## src/hw/rtl/kwlex_pkg.sv

```systemverilog
// Shared token kinds and character codes for the keyword token lexer.
`default_nettype none

package kwlex_pkg;

  typedef enum logic [3:0] {
    KIND_PUNCT   = 4'd0,
    KIND_INT     = 4'd1,
    KIND_IDENT   = 4'd2,
    KIND_DO      = 4'd3,
    KIND_ELSE    = 4'd4,
    KIND_IF      = 4'd5,
    KIND_WHILE   = 4'd6,
    KIND_END     = 4'd7,
    KIND_BAD_ID  = 4'd8,
    KIND_UNKNOWN = 4'd9
  } kind_t;

  localparam logic [7:0] CH_TAB    = 8'h09;
  localparam logic [7:0] CH_LF     = 8'h0A;
  localparam logic [7:0] CH_CR     = 8'h0D;
  localparam logic [7:0] CH_SPACE  = 8'h20;
  localparam logic [7:0] CH_HASH   = 8'h23;
  localparam logic [7:0] CH_LPAREN = 8'h28;
  localparam logic [7:0] CH_RPAREN = 8'h29;
  localparam logic [7:0] CH_PLUS   = 8'h2B;
  localparam logic [7:0] CH_MINUS  = 8'h2D;
  localparam logic [7:0] CH_0      = 8'h30;
  localparam logic [7:0] CH_9      = 8'h39;
  localparam logic [7:0] CH_SEMI   = 8'h3B;
  localparam logic [7:0] CH_LT     = 8'h3C;
  localparam logic [7:0] CH_EQ     = 8'h3D;
  localparam logic [7:0] CH_GT     = 8'h3E;
  localparam logic [7:0] CH_US     = 8'h5F;
  localparam logic [7:0] CH_A      = 8'h61;
  localparam logic [7:0] CH_D      = 8'h64;
  localparam logic [7:0] CH_E      = 8'h65;
  localparam logic [7:0] CH_F      = 8'h66;
  localparam logic [7:0] CH_H      = 8'h68;
  localparam logic [7:0] CH_I      = 8'h69;
  localparam logic [7:0] CH_L      = 8'h6C;
  localparam logic [7:0] CH_O      = 8'h6F;
  localparam logic [7:0] CH_S      = 8'h73;
  localparam logic [7:0] CH_W      = 8'h77;
  localparam logic [7:0] CH_Z      = 8'h7A;
  localparam logic [7:0] CH_LBRACE = 8'h7B;
  localparam logic [7:0] CH_RBRACE = 8'h7D;

  // Word buffer holds five letters; a length of six marks a longer word.
  localparam logic [2:0] WORD_MAX  = 3'd5;
  localparam logic [2:0] WORD_LONG = 3'd6;

endpackage

`default_nettype wire

```

## src/hw/rtl/kwlex_ifs.sv

```systemverilog
// Valid/ready channel interfaces for source bytes and emitted tokens.
`default_nettype none

interface kwlex_in_if;
  logic       valid;
  logic       ready;
  logic [7:0] byte_in;
  logic       end_of_input;

  modport source (output valid, output byte_in, output end_of_input, input ready);
  modport sink   (input valid, input byte_in, input end_of_input, output ready);
endinterface

interface kwlex_out_if import kwlex_pkg::*; #(
  parameter int VALUE_BITS = 31,
  parameter int LINE_BITS  = 20
);
  logic                  valid;
  logic                  ready;
  kind_t                 token_kind;
  logic [7:0]            char_code;
  logic [VALUE_BITS-1:0] int_value;
  logic                  overflowed;
  logic [LINE_BITS-1:0]  line_number;
  logic                  last_of_run;

  modport source (output valid, output token_kind, output char_code, output int_value,
                  output overflowed, output line_number, output last_of_run, input ready);
  modport sink   (input valid, input token_kind, input char_code, input int_value,
                  input overflowed, input line_number, input last_of_run, output ready);
endinterface

`default_nettype wire

```

## src/hw/rtl/keyword_token_lexer.sv

```systemverilog
// Keyword token lexer: one source byte per cycle in while the token queue has room, tokens out through it.
`default_nettype none

//  Channel | Dir | Payload                                           | Transfer when
//  --------+-----+---------------------------------------------------+----------------------
//  src     | in  | byte_in, end_of_input                             | src.valid & src.ready
//  tok     | out | token_kind, char_code, int_value, overflowed,     | tok.valid & tok.ready
//          |     | line_number, last_of_run                          |
//
// Flow: one item per cycle is accepted while the queue has room. An accepted item is held in the
// input register, is decoded there against the scanner state, and its zero, one or two tokens
// are written into a four-entry token queue. The queue drains one token per cycle while
// tok.ready is high, so the two tokens of one item leave it one after the other.
// Reset (rst, synchronous) returns the scanner to idle at line 1.
// Stalls: input is taken while the input register is empty or the queue holds at most two
// tokens, so src.ready never depends combinationally on tok.ready.

module keyword_token_lexer import kwlex_pkg::*; #(
  parameter int VALUE_BITS = 31,
  parameter int LINE_BITS  = 20
) (
  input  wire         clk,
  input  wire         rst,
  kwlex_in_if.sink    src,
  kwlex_out_if.source tok
);

  typedef enum logic [2:0] {
    MODE_IDLE = 3'd0,
    MODE_NUM  = 3'd1,
    MODE_WORD = 3'd2,
    MODE_CMT  = 3'd3,
    MODE_ERR  = 3'd4
  } mode_t;

  typedef struct packed {
    kind_t                 kind;
    logic [7:0]            char_code;
    logic [VALUE_BITS-1:0] int_value;
    logic                  overflowed;
    logic [LINE_BITS-1:0]  line_number;
    logic                  last_of_run;
  } token_t;

  localparam int FIFO_DEPTH = 4;
  localparam int PTR_BITS   = $clog2(FIFO_DEPTH);
  localparam int CNT_BITS   = $clog2(FIFO_DEPTH + 1);
  localparam int WIDE_BITS  = VALUE_BITS + 4;

  function automatic token_t mk_tok(kind_t k, logic [7:0] ch, logic [VALUE_BITS-1:0] v,
                                    logic ov, logic [LINE_BITS-1:0] ln);
    token_t t;
    t.kind        = k;
    t.char_code   = ch;
    t.int_value   = v;
    t.overflowed  = ov;
    t.line_number = ln;
    t.last_of_run = 1'b1;
    return t;
  endfunction

  // Input register: the accepted item waits here until it is decoded.
  logic       in_valid;
  logic [7:0] in_byte;
  logic       in_eoi;

  // Scanner state.
  mode_t                 mode, mode_next;
  logic [VALUE_BITS-1:0] acc, acc_next;
  logic                  over, over_next;
  logic [7:0]            wc [WORD_MAX];
  logic [2:0]            wlen, wlen_next;
  logic [LINE_BITS-1:0]  lc, lc_next;

  // Token queue.
  token_t                fifo [FIFO_DEPTH];
  logic [PTR_BITS-1:0]   head, tail;
  logic [CNT_BITS-1:0]   count;

  logic                  fire;
  logic                  pop;
  logic [1:0]            n_push;

  // Decode signals.
  logic                  is_digit, is_lower;
  logic [LINE_BITS-1:0]  lc_inc, fl_line;
  logic [WIDE_BITS-1:0]  acc_ext, acc10;
  logic                  acc_ovf;
  logic                  fl_valid, fl_err;
  token_t                fl_tok;
  logic                  a_valid, b_valid;
  token_t                tok_a, tok_b, slot0;
  logic                  wc_we;
  logic [2:0]            wc_idx;

  // The decode stage fires whenever the queue has room for the worst case of two tokens.
  assign fire      = in_valid && (count <= CNT_BITS'(FIFO_DEPTH - 2));
  assign src.ready = !in_valid || fire;
  assign pop       = tok.valid && tok.ready;

  always_ff @(posedge clk) begin
    if (rst) begin
      in_valid <= 1'b0;
    end else if (src.ready) begin
      in_valid <= src.valid;
    end
    if (src.valid && src.ready) begin
      in_byte <= src.byte_in;
      in_eoi  <= src.end_of_input;
    end
  end

  assign is_digit = (in_byte >= CH_0) && (in_byte <= CH_9);
  assign is_lower = (in_byte >= CH_A) && (in_byte <= CH_Z);
  assign lc_inc   = (lc == '1) ? lc : LINE_BITS'(lc + 1'b1);

  // Digit step: acc * 10 + d, formed by shifts, with headroom to spot saturation.
  assign acc_ext = {4'b0, acc};
  assign acc10   = WIDE_BITS'((acc_ext << 3) + (acc_ext << 1))
                 + WIDE_BITS'(in_byte[3:0]);
  assign acc_ovf = acc10 > {4'b0, {VALUE_BITS{1'b1}}};

  // A comment cut off by end of input counts as if it had closed with a newline.
  assign fl_line = (in_eoi && mode == MODE_CMT) ? lc_inc : lc;

  // Token that a terminator flushes out of a pending number or word.
  always_comb begin
    fl_valid = 1'b0;
    fl_err   = 1'b0;
    fl_tok   = mk_tok(KIND_INT, 8'd0, acc, over, fl_line);
    if (mode == MODE_NUM) begin
      fl_valid = 1'b1;
    end else if (mode == MODE_WORD) begin
      fl_valid = 1'b1;
      if (wlen == 3'd2 && wc[0] == CH_D && wc[1] == CH_O) begin
        fl_tok = mk_tok(KIND_DO, 8'd0, '0, 1'b0, fl_line);
      end else if (wlen == 3'd4 && wc[0] == CH_E && wc[1] == CH_L && wc[2] == CH_S
                   && wc[3] == CH_E) begin
        fl_tok = mk_tok(KIND_ELSE, 8'd0, '0, 1'b0, fl_line);
      end else if (wlen == 3'd2 && wc[0] == CH_I && wc[1] == CH_F) begin
        fl_tok = mk_tok(KIND_IF, 8'd0, '0, 1'b0, fl_line);
      end else if (wlen == 3'd5 && wc[0] == CH_W && wc[1] == CH_H && wc[2] == CH_I
                   && wc[3] == CH_L && wc[4] == CH_E) begin
        fl_tok = mk_tok(KIND_WHILE, 8'd0, '0, 1'b0, fl_line);
      end else if (wlen == 3'd1) begin
        fl_tok = mk_tok(KIND_IDENT, wc[0], '0, 1'b0, fl_line);
      end else begin
        fl_tok = mk_tok(KIND_BAD_ID, wc[0], '0, 1'b0, fl_line);
        fl_err = 1'b1;
      end
    end
  end

  // Main decode: next scanner state plus up to two tokens, flush token first.
  always_comb begin
    mode_next = mode;
    acc_next  = acc;
    over_next = over;
    wlen_next = wlen;
    lc_next   = lc;
    wc_we     = 1'b0;
    wc_idx    = 3'd0;
    a_valid   = 1'b0;
    tok_a     = fl_tok;
    b_valid   = 1'b0;
    tok_b     = mk_tok(KIND_END, 8'd0, '0, 1'b0, fl_line);
    if (in_eoi) begin
      a_valid   = fl_valid;
      b_valid   = 1'b1;
      mode_next = MODE_IDLE;
      acc_next  = '0;
      over_next = 1'b0;
      wlen_next = 3'd0;
      lc_next   = LINE_BITS'(1);
    end else if (mode == MODE_ERR) begin
      // Sticky error: everything up to end of input is dropped.
    end else if (mode == MODE_CMT) begin
      if (in_byte == CH_LF) begin
        lc_next   = lc_inc;
        mode_next = MODE_IDLE;
      end
    end else if (mode == MODE_NUM && is_digit) begin
      if (acc_ovf) begin
        acc_next  = '1;
        over_next = 1'b1;
      end else begin
        acc_next  = acc10[VALUE_BITS-1:0];
      end
    end else if (mode == MODE_WORD && (is_lower || in_byte == CH_US)) begin
      if (wlen < WORD_MAX) begin
        wc_we     = 1'b1;
        wc_idx    = wlen;
        wlen_next = wlen + 3'd1;
      end else begin
        wlen_next = WORD_LONG;
      end
    end else begin
      // Terminator: flush whatever is pending, then treat the byte from idle.
      a_valid = fl_valid;
      if (fl_err) begin
        mode_next = MODE_ERR;
      end else begin
        mode_next = MODE_IDLE;
        case (in_byte) inside
          CH_SPACE, CH_TAB, CH_CR: begin
          end
          CH_HASH: begin
            mode_next = MODE_CMT;
          end
          CH_LF: begin
            lc_next = lc_inc;
          end
          CH_LBRACE, CH_RBRACE, CH_LPAREN, CH_RPAREN, CH_PLUS, CH_MINUS,
          CH_LT, CH_GT, CH_SEMI, CH_EQ: begin
            b_valid = 1'b1;
            tok_b   = mk_tok(KIND_PUNCT, in_byte, '0, 1'b0, lc);
          end
          [CH_0:CH_9]: begin
            mode_next = MODE_NUM;
            acc_next  = VALUE_BITS'(in_byte[3:0]);
            over_next = 1'b0;
          end
          [CH_A:CH_Z]: begin
            mode_next = MODE_WORD;
            wc_we     = 1'b1;
            wc_idx    = 3'd0;
            wlen_next = 3'd1;
          end
          default: begin
            // Unknown characters, a leading underscore among them.
            b_valid   = 1'b1;
            tok_b     = mk_tok(KIND_UNKNOWN, in_byte, '0, 1'b0, lc);
            mode_next = MODE_ERR;
          end
        endcase
      end
    end
    // Only the later of two tokens closes the run.
    tok_a.last_of_run = !b_valid;
  end

  assign n_push = fire ? (2'(a_valid) + 2'(b_valid)) : 2'd0;
  assign slot0  = a_valid ? tok_a : tok_b;

  always_ff @(posedge clk) begin
    if (rst) begin
      mode  <= MODE_IDLE;
      acc   <= '0;
      over  <= 1'b0;
      wlen  <= 3'd0;
      lc    <= LINE_BITS'(1);
      head  <= '0;
      tail  <= '0;
      count <= '0;
    end else begin
      if (fire) begin
        mode <= mode_next;
        acc  <= acc_next;
        over <= over_next;
        wlen <= wlen_next;
        lc   <= lc_next;
      end
      if (pop) begin
        head <= PTR_BITS'(head + 1'b1);
      end
      tail  <= PTR_BITS'(tail + n_push);
      count <= CNT_BITS'(count + CNT_BITS'(n_push) - CNT_BITS'(pop));
    end
    if (fire && wc_we) begin
      wc[wc_idx] <= in_byte;
    end
    if (n_push != 2'd0) begin
      fifo[tail] <= slot0;
    end
    if (n_push == 2'd2) begin
      fifo[PTR_BITS'(tail + 1'b1)] <= tok_b;
    end
  end

  assign tok.valid       = (count != '0);
  assign tok.token_kind  = fifo[head].kind;
  assign tok.char_code   = fifo[head].char_code;
  assign tok.int_value   = fifo[head].int_value;
  assign tok.overflowed  = fifo[head].overflowed;
  assign tok.line_number = fifo[head].line_number;
  assign tok.last_of_run = fifo[head].last_of_run;

`ifndef SYNTHESIS
  // The queue never holds more tokens than it has entries.
  a_count_bound: assert property (@(posedge clk) disable iff (rst)
    count <= CNT_BITS'(FIFO_DEPTH))
    else $error("token queue overfilled");

  // End of input always leaves the scanner idle at line one.
  a_eoi_restart: assert property (@(posedge clk) disable iff (rst)
    (fire && in_eoi) |=> (mode == MODE_IDLE && lc == LINE_BITS'(1)))
    else $error("end of input did not restart the scanner");

  // The error mode is left only through end of input.
  a_err_sticky: assert property (@(posedge clk) disable iff (rst)
    (mode == MODE_ERR && !(fire && in_eoi)) |=> (mode == MODE_ERR))
    else $error("error mode cleared before end of input");

  // The last token of an end-of-input run is always the end token.
  a_end_last: assert property (@(posedge clk) disable iff (rst)
    (fire && in_eoi) |-> (b_valid && tok_b.kind == KIND_END && !tok_a.last_of_run))
    else $error("end token not closing its run");
`endif

endmodule

`default_nettype wire
```

## src/flat_wrapper.sv

```systemverilog
// flat-port wrapper written by rule: the top's interface ports become plain ports
module keyword_token_lexer_flat import kwlex_pkg::*;
#(
  parameter int VALUE_BITS = 31,
  parameter int LINE_BITS  = 20
)
  (clk, rst, src_valid, src_byte_in, src_end_of_input, src_ready, tok_valid, tok_token_kind, tok_char_code, tok_int_value, tok_overflowed, tok_line_number, tok_last_of_run, tok_ready);
  kwlex_in_if src_i ();
  kwlex_out_if #(.VALUE_BITS(VALUE_BITS), .LINE_BITS(LINE_BITS)) tok_i ();
  input  wire clk;
  input  wire rst;
  input wire logic [$bits(src_i.valid)-1:0] src_valid;
  input wire logic [$bits(src_i.byte_in)-1:0] src_byte_in;
  input wire logic [$bits(src_i.end_of_input)-1:0] src_end_of_input;
  output wire logic [$bits(src_i.ready)-1:0] src_ready;
  output wire logic [$bits(tok_i.valid)-1:0] tok_valid;
  output wire logic [$bits(tok_i.token_kind)-1:0] tok_token_kind;
  output wire logic [$bits(tok_i.char_code)-1:0] tok_char_code;
  output wire logic [$bits(tok_i.int_value)-1:0] tok_int_value;
  output wire logic [$bits(tok_i.overflowed)-1:0] tok_overflowed;
  output wire logic [$bits(tok_i.line_number)-1:0] tok_line_number;
  output wire logic [$bits(tok_i.last_of_run)-1:0] tok_last_of_run;
  input wire logic [$bits(tok_i.ready)-1:0] tok_ready;
  assign src_i.valid = src_valid;
  assign src_i.byte_in = src_byte_in;
  assign src_i.end_of_input = src_end_of_input;
  assign src_ready = src_i.ready;
  assign tok_valid = tok_i.valid;
  assign tok_token_kind = tok_i.token_kind;
  assign tok_char_code = tok_i.char_code;
  assign tok_int_value = tok_i.int_value;
  assign tok_overflowed = tok_i.overflowed;
  assign tok_line_number = tok_i.line_number;
  assign tok_last_of_run = tok_i.last_of_run;
  assign tok_i.ready = tok_ready;
  keyword_token_lexer #(.VALUE_BITS(VALUE_BITS), .LINE_BITS(LINE_BITS)) u_core (.clk(clk), .rst(rst), .src(src_i), .tok(tok_i));
endmodule
```

## config.mk

```make
export PLATFORM = sky130hd
export DESIGN_NAME = keyword_token_lexer_flat
export DESIGN_NICKNAME = d
export VERILOG_FILES = /design/src/hw/rtl/kwlex_pkg.sv /design/src/hw/rtl/kwlex_ifs.sv /design/src/hw/rtl/keyword_token_lexer.sv /design/src/flat_wrapper.sv
export SDC_FILE = /design/constraint.sdc
export NUM_CORES = 1
export LEC_CHECK = 0
export ABC_CLOCK_PERIOD_IN_PS = 5970
export BUFFER_PORTS_ARGS = -buffer_cell sky130_fd_sc_hd__buf_4
export CELL_PAD_IN_SITES_DETAIL_PLACEMENT = 1
export CELL_PAD_IN_SITES_GLOBAL_PLACEMENT = 1
export CORE_ASPECT_RATIO = 1.5
export CORE_MARGIN = 1.5
export CORE_UTILIZATION = 45
export DETAILED_ROUTE_END_ITERATION = 10
export GPL_ROUTABILITY_DRIVEN = 0
export PLACE_DENSITY = 0.85
export SYNTH_ARGS = -nofsm -noshare
export SYNTH_HDL_FRONTEND = slang
export SYNTH_SLANG_ARGS = --single-unit
```

## constraint.sdc

```tcl
create_clock -name clk -period 5.97 [get_ports clk]
set_input_delay 1.194 -clock clk [delete_from_list [all_inputs] [get_ports clk]]
set_output_delay 1.194 -clock clk [all_outputs]
set_load 0.05 [all_outputs]
```

After elaboration in Yosys (flattened, before gate mapping)
Memory sizes are Yosys's and may differ from the RTL's. A register that Yosys moved wholly into a read port is not among the register bits.
Cells that the tools add are included.
- reductions and logical operators: 37
- add/subtract/negate cells: 10
- equal/unequal tests: 61
- mux-type cells: 135
- magnitude comparators: 7
- operators by type and width (operator ; count):
    65-bit 2-to-1 mux ; 20
    31-bit 2-to-1 mux ; 12
    20-bit 2-to-1 mux ; 11
    8-bit by 7-bit equality test with 1-bit output (second input constant) ; 16
    3-bit 2-to-1 mux ; 32
    8-bit by 6-bit equality test with 1-bit output (second input constant) ; 10
    1-bit 2-to-1 mux ; 57
    3-bit by 1-bit != test with 1-bit output (second input constant) ; 12
    34-bit by 32-bit adder with 35-bit output ; 1
    35-bit by 4-bit adder with 35-bit output ; 1
    35-bit by 31-bit > comparator with 1-bit output (second input constant) ; 1
    8-bit by 4-bit equality test with 1-bit output (second input constant) ; 3
    1-bit logical AND ; 22
    11-bit AND reduction ; 2
    3-bit by 2-bit != test with 1-bit output (second input constant) ; 7
    20-bit by 1-bit adder with 20-bit output (second input constant) ; 1
    20-bit equality test (second input constant) ; 1
    10-bit AND reduction ; 1
    10-bit OR reduction ; 1
    3-bit by 2-bit equality test with 1-bit output (second input constant) ; 3
    3-bit equality test (second input constant) ; 3
    3-bit nonzero test ; 3
    8-bit by 6-bit greater-or-equal comparator with 1-bit output (second input constant) ; 1
    8-bit by 7-bit greater-or-equal comparator with 1-bit output (second input constant) ; 1
    20 further kinds ; 28
- memories kept: 2
- input bits: 13
- RAM bits: 300
- register bits: 75
- word-level logic and storage cells: 263
- memory list (memory ; words ; width ; read ports ; clocked after Yosys merged registers in ; write ports ; RTL line ; text):
    u_core.fifo ; 4 ; 65 ; 1 ; 1 ; 2 ; keyword_token_lexer.sv:76 ; token_t fifo [FIFO_DEPTH];
    u_core.wc ; 5 ; 8 ; 5 ; 0 ; 1 ; keyword_token_lexer.sv:71 ; logic [7:0] wc [WORD_MAX];

Longest topological paths before layout
An unclocked memory read counts as a cell.
- depth in word-level cells: 24
- mapped depth: 18
- mapped depth without buffers: 16

Worst setup path after synthesis
No wires, ideal clock.
- path type: register to register
- start: reg u_core.in_byte[6]
- end: mem u_core.fifo[1][10] (netlist name) (enable)
- stages on the path, launching flop included: 15
- data required time: 5.583 ns
- setup time: 0.387 ns
- clock period less this slack: 4.285 ns
- path slack: 1.685 ns
- data arrival time: 3.898 ns
- cells stage by stage: edfxtp_1 > buf_2 > nor3b_2 > nand3_1 > or3_1 > nor2_2 > a2111oi_4 > ha_1 > clkbuf_1 > o21ai_1 > or2_2 > clkbuf_1 > and2_1 > clkbuf_1 > inv_1
- RTL lines (item ; RTL line ; text):
    start: declaration ; keyword_token_lexer.sv:64 ; logic [7:0] in_byte;
    start signal: assignment ; keyword_token_lexer.sv:108 ; in_byte <= src.byte_in;
    end: declaration ; keyword_token_lexer.sv:76 ;

==> metrics.md <==
| Metric | Value |
|---|---|
| Clk_lat worst skew | `between 0.5 and 0.6 ns` |
| Vias in the first global route | `around 16000` |
| # diodes | `0` |
| Post-synthesis xor/xnor area fraction | `2.20%` |
| Sequential share of power | `46.4%` |
| Critical path fanouts, max | `29` |
| Synth Area in Compound Gates | `between 10 and 15%` |
| CP Capture Type | `register` |
| IO buf count | `a little under 80` |
| Most frequent cells after synthesis | `nand2_1, dfxtp_1, o21ai_0` |
| Final min period | `4.92 ns` |
| Total CTS buffers | `34` |
| Post-route ant nets | `0` |
| Wire length per cell | `around 23 µm` |
| Die Ht | `approximately 250 µm` |
| Net Sw Power | `1.88 mW` |
| CTS root buf | `clkbuf_16` |
| YS warnings | `0` |
| Nets | `between 1500 and 2000` |
| PwrDens | `just over 300 nW/µm²` |
| Synth unique cells | `82` |
| Critical Path AT | `just over 5 ns` |
| Post-Syn Area | `between 15000 and 20000 µm²` |
| R2R depth | `12` |
| Max_cap viols | `0` |
| Slew margin rel. | `between 15 and 20%` |
| Worst hold path class | `reg2reg` |
| Logic pwr share | `between 10% and 20%` |
| Flop2flop setup slack | `roughly 1.1 ns` |
| Outcome | `completed` |
| Synthesized Nets | `1858` |
| Top cell type's share of synthesized area | `between 20% and 30%` |
| Fin. Hold Viols | `0` |
| Worst Setup SP | `u_core.in_byte[1]$_DFFE_PP_` |
| CTS tree | `done` |
| Slew Limit Fails | `0` |
| Top-count cell post-synth | `nand2_1` |
| Req. time, crit path | `approximately 6 ns` |
| Core Rows | `90` |
| Worst Slack Setup Final | `between 1 and 1.5 ns` |
| Clock share of power | `between 30% and 40%` |
| Leak Pwr | `between 7 and 8 nW` |
| RSZ-0062 raised after global routing | `no` |
| Simple-gate share of the synthesized area | `16.3%` |
| Syn Area/Cell | `between 10 and 15 µm²` |
| Synth Area in Adders | `around 5.2%` |
| Clock Sinks | `roughly 380` |
| Number of cells produced by synthesis | `approximately 1800` |
| Die X | `168 µm` |
| GRT overflow | `0` |
| End of the critical path | `u_core.fifo[1][19]$_DFFE_PP_` |
| Largest family of logic cells by synthesized area | `simple AND/OR/NAND/NOR gates` |
| Number of flops mapped to enable cells by yosys | `177` |
| VDD IR-drop max | `around 0.00019 V` |
| Global-route wire length before repair | `approximately 86000 µm` |
| #FFs+latches synth | `around 380` |
| Max clock buf depth | `3` |
| Ports | `80` |
| Setup Skew | `around 0.019 ns` |
| Startpoint Class | `register` |
| Mux share of post-synthesis cell area | `8.39%` |
| Vias | `roughly 14000` |
| CTS H-Tree Depth | `2` |
| Via-to-Cell Ratio | `6.13` |
| Area leader, netlist | `edfxtp_1` |
| Sum Neg Setup Slack | `0 ns` |
| Sequential-to-total area share from yosys stat | `50.9%` |
| # resized after CTS | `0` |
| DP Wirelength | `roughly 36000 µm` |
| Worst r2r src | `u_core.in_byte[1]$_DFFE_PP_` |
| Synth top area cells | `edfxtp_1, dfxtp_1, mux4_2` |
| Postcts setup bufs | `0` |
| Post-synth top flop | `dfxtp_1` |
| Setup violations, final | `0` |
| Initial antenna violation count | `0` |
| Placeable Area | `40200 µm²` |
| Pre-antenna DRT Iters | `6` |
| Final worst-path cycle share | `82.4%` |
| Detailed Route WL | `~54000 µm` |
| Pre-CTS WS | `between 1 and 1.5 ns` |
| Hold-fix buffers, CTS | `0` |
| Tot GR Track Use | `26.0%` |
| DR iter-0 viols | `between 900 and 1000` |
| Ys async rst share | `0%` |
| Setup CP Type | `reg2reg` |
| F_max | `0.203 GHz` |
| Int Pwr | `around 4.4 mW` |
| DRC Markers | `0` |
| Layout cell share with drive strength beyond 1 | `between 10% and 20%` |
| Reg clk slew, reported paths | `approximately 0.060 ns` |
| Initial Util | `45.5%` |
| Filler cell count | `between 4000 and 5000` |
| Switching Share | `roughly 30%` |
| Reg2reg end | `u_core.fifo[1][19]$_DFFE_PP_` |
| Worst Max-Slew Pin Slew | `~1.3 ns` |
| DIE AREA | `41900 µm²` |
| Pin count of the biggest net entering global routing | `53` |
| Synth-to-Final Area Change | `11.3%` |
[critical path: stages (launching register included)]
cell and delay [ns]:
edfxtp_1 0.90, a21o_1 0.22, nand3_1 0.12, and2_1 0.23
a2111oi_0 0.67, nand4_1 0.24, nand2_1 0.13, ha_1 0.20
nand2_1 0.28, or4_1 0.53, and2_2 0.35, inv_1 0.22
buf_4 0.46
[power by group through the flow]
stage | Sequential (mW) | Clock, mW | Combinational [mW]
6_report | 2.92 | 2.16 | 1.21
5_1_grt | 2.93 | 2.28 | 1.27
3_3_place_gp | 2.96 | 0 | 1.19
3_5_place_dp | 2.98 | 0 | 1.22
4_1_cts | 2.92 | 2.19 | 1.22
2_1_floorplan | 2.87 | 0 | 0.954
[flip-flops by register name (all words and copies together), names as in the netlist, named ones only]
name	count
u_core.fifo	260
u_core.wc	40
u_core.acc	31
u_core.lc	20
u_core.in_byte	8
u_core.count	3
u_core.mode	3
u_core.wlen	3
u_core.head	2
u_core.tail	2
u_core.in_eoi	1
u_core.in_valid	1
u_core.over	1
[layer usage]
layer	vias to the layer above	part of all wire (%)	global-route usage (%)
li1	6517	-	-
met1	7304	39	29.3
met2	384	54	49.0
met3	124	4.2	3.09
met4	0	3.3	10.6
met5	-	0	0
[area by class of cell]
type	instances	area, µm²	area share [%]
inverters	43	161	0.792
well taps	506	633	3.11
flip-flops and latches	377	9320	45.8
clock inverters	8	41.3	0.203
multi-input cells	1250	8410	41.3
clock buffers	52	1030	5.07
repair buffers	101	771	3.78
[layout by cell type (no fill, tap or decap), types with 11 or more instances in the layout]
cell / count
a21o_1: 13
a21oi_1: 71
a22o_1: 33
a31oi_1: 11
buf_4: 100
clkbuf_16: 37
dfxtp_1: 198
edfxtp_1: 177
ha_1: 71
inv_1: 41
mux4_2: 65
nand2_1: 258
nand3_1: 35
nand4_1: 15
nor2_1: 182
nor3_1: 27
o21ai_0: 199
or3_1: 19
xnor2_1: 30
xor2_1: 16
[kinds of logic after synthesis]
| logic type | after synthesis |
|---|---|
| AO/OA/AOI/OAI | 414 |
| adder cells (fa/ha/maj) | 74 |
| XOR/XNOR | 46 |
| flip-flops | 377 |
| AND/OR/NAND/NOR | 644 |
| buffers and inverters | 144 |
| multiplexers | 72 |
[through the flow]
step / instance area, µm² / power (mW) / hold WS, ns / std cells / util (%)
final: 20400 / 6.30 / 0.452 / 2337 / 50.7
after global routing: 20400 / 6.48 / 0.483 / 2337 / 50.7
after CTS: 20400 / 6.33 / 0.453 / 2337 / 50.7
after detailed placement: 19300 / 4.19 / 0.438 / 2277 / 48.0
after global placement: 19300 / 4.16 / 0.428 / 2277 / 48.0
after floorplan: 18300 / 3.82 / 0.420 / 1771 / -
[worst min-delay path by stage]
| stage | start | end | slack [ns] | cells past startpoint |
|---|---|---|---|---|
| 2_1_floorplan | u_core.fifo[2][21]$_SDFFE_PP0P_ | u_core.fifo[2][21]$_SDFFE_PP0P_ | 0.42 | 2 |
| 3_3_place_gp | u_core.fifo[3][32]$_SDFFE_PP0P_ | u_core.fifo[3][32]$_SDFFE_PP0P_ | 0.43 | 2 |
| 3_5_place_dp | u_core.fifo[3][34]$_SDFFE_PP0P_ | u_core.fifo[3][34]$_SDFFE_PP0P_ | 0.44 | 2 |
| 4_1_cts | u_core.fifo[3][34]$_SDFFE_PP0P_ | u_core.fifo[3][34]$_SDFFE_PP0P_ | 0.45 | 2 |
| 5_1_grt | u_core.fifo[3][37]$_SDFFE_PP0P_ | u_core.fifo[3][37]$_SDFFE_PP0P_ | 0.48 | 2 |
| 6_report | u_core.fifo[3][34]$_SDFFE_PP0P_ | u_core.fifo[3][34]$_SDFFE_PP0P_ | 0.45 | 2 |
Power figures use the tool's default switching activity.
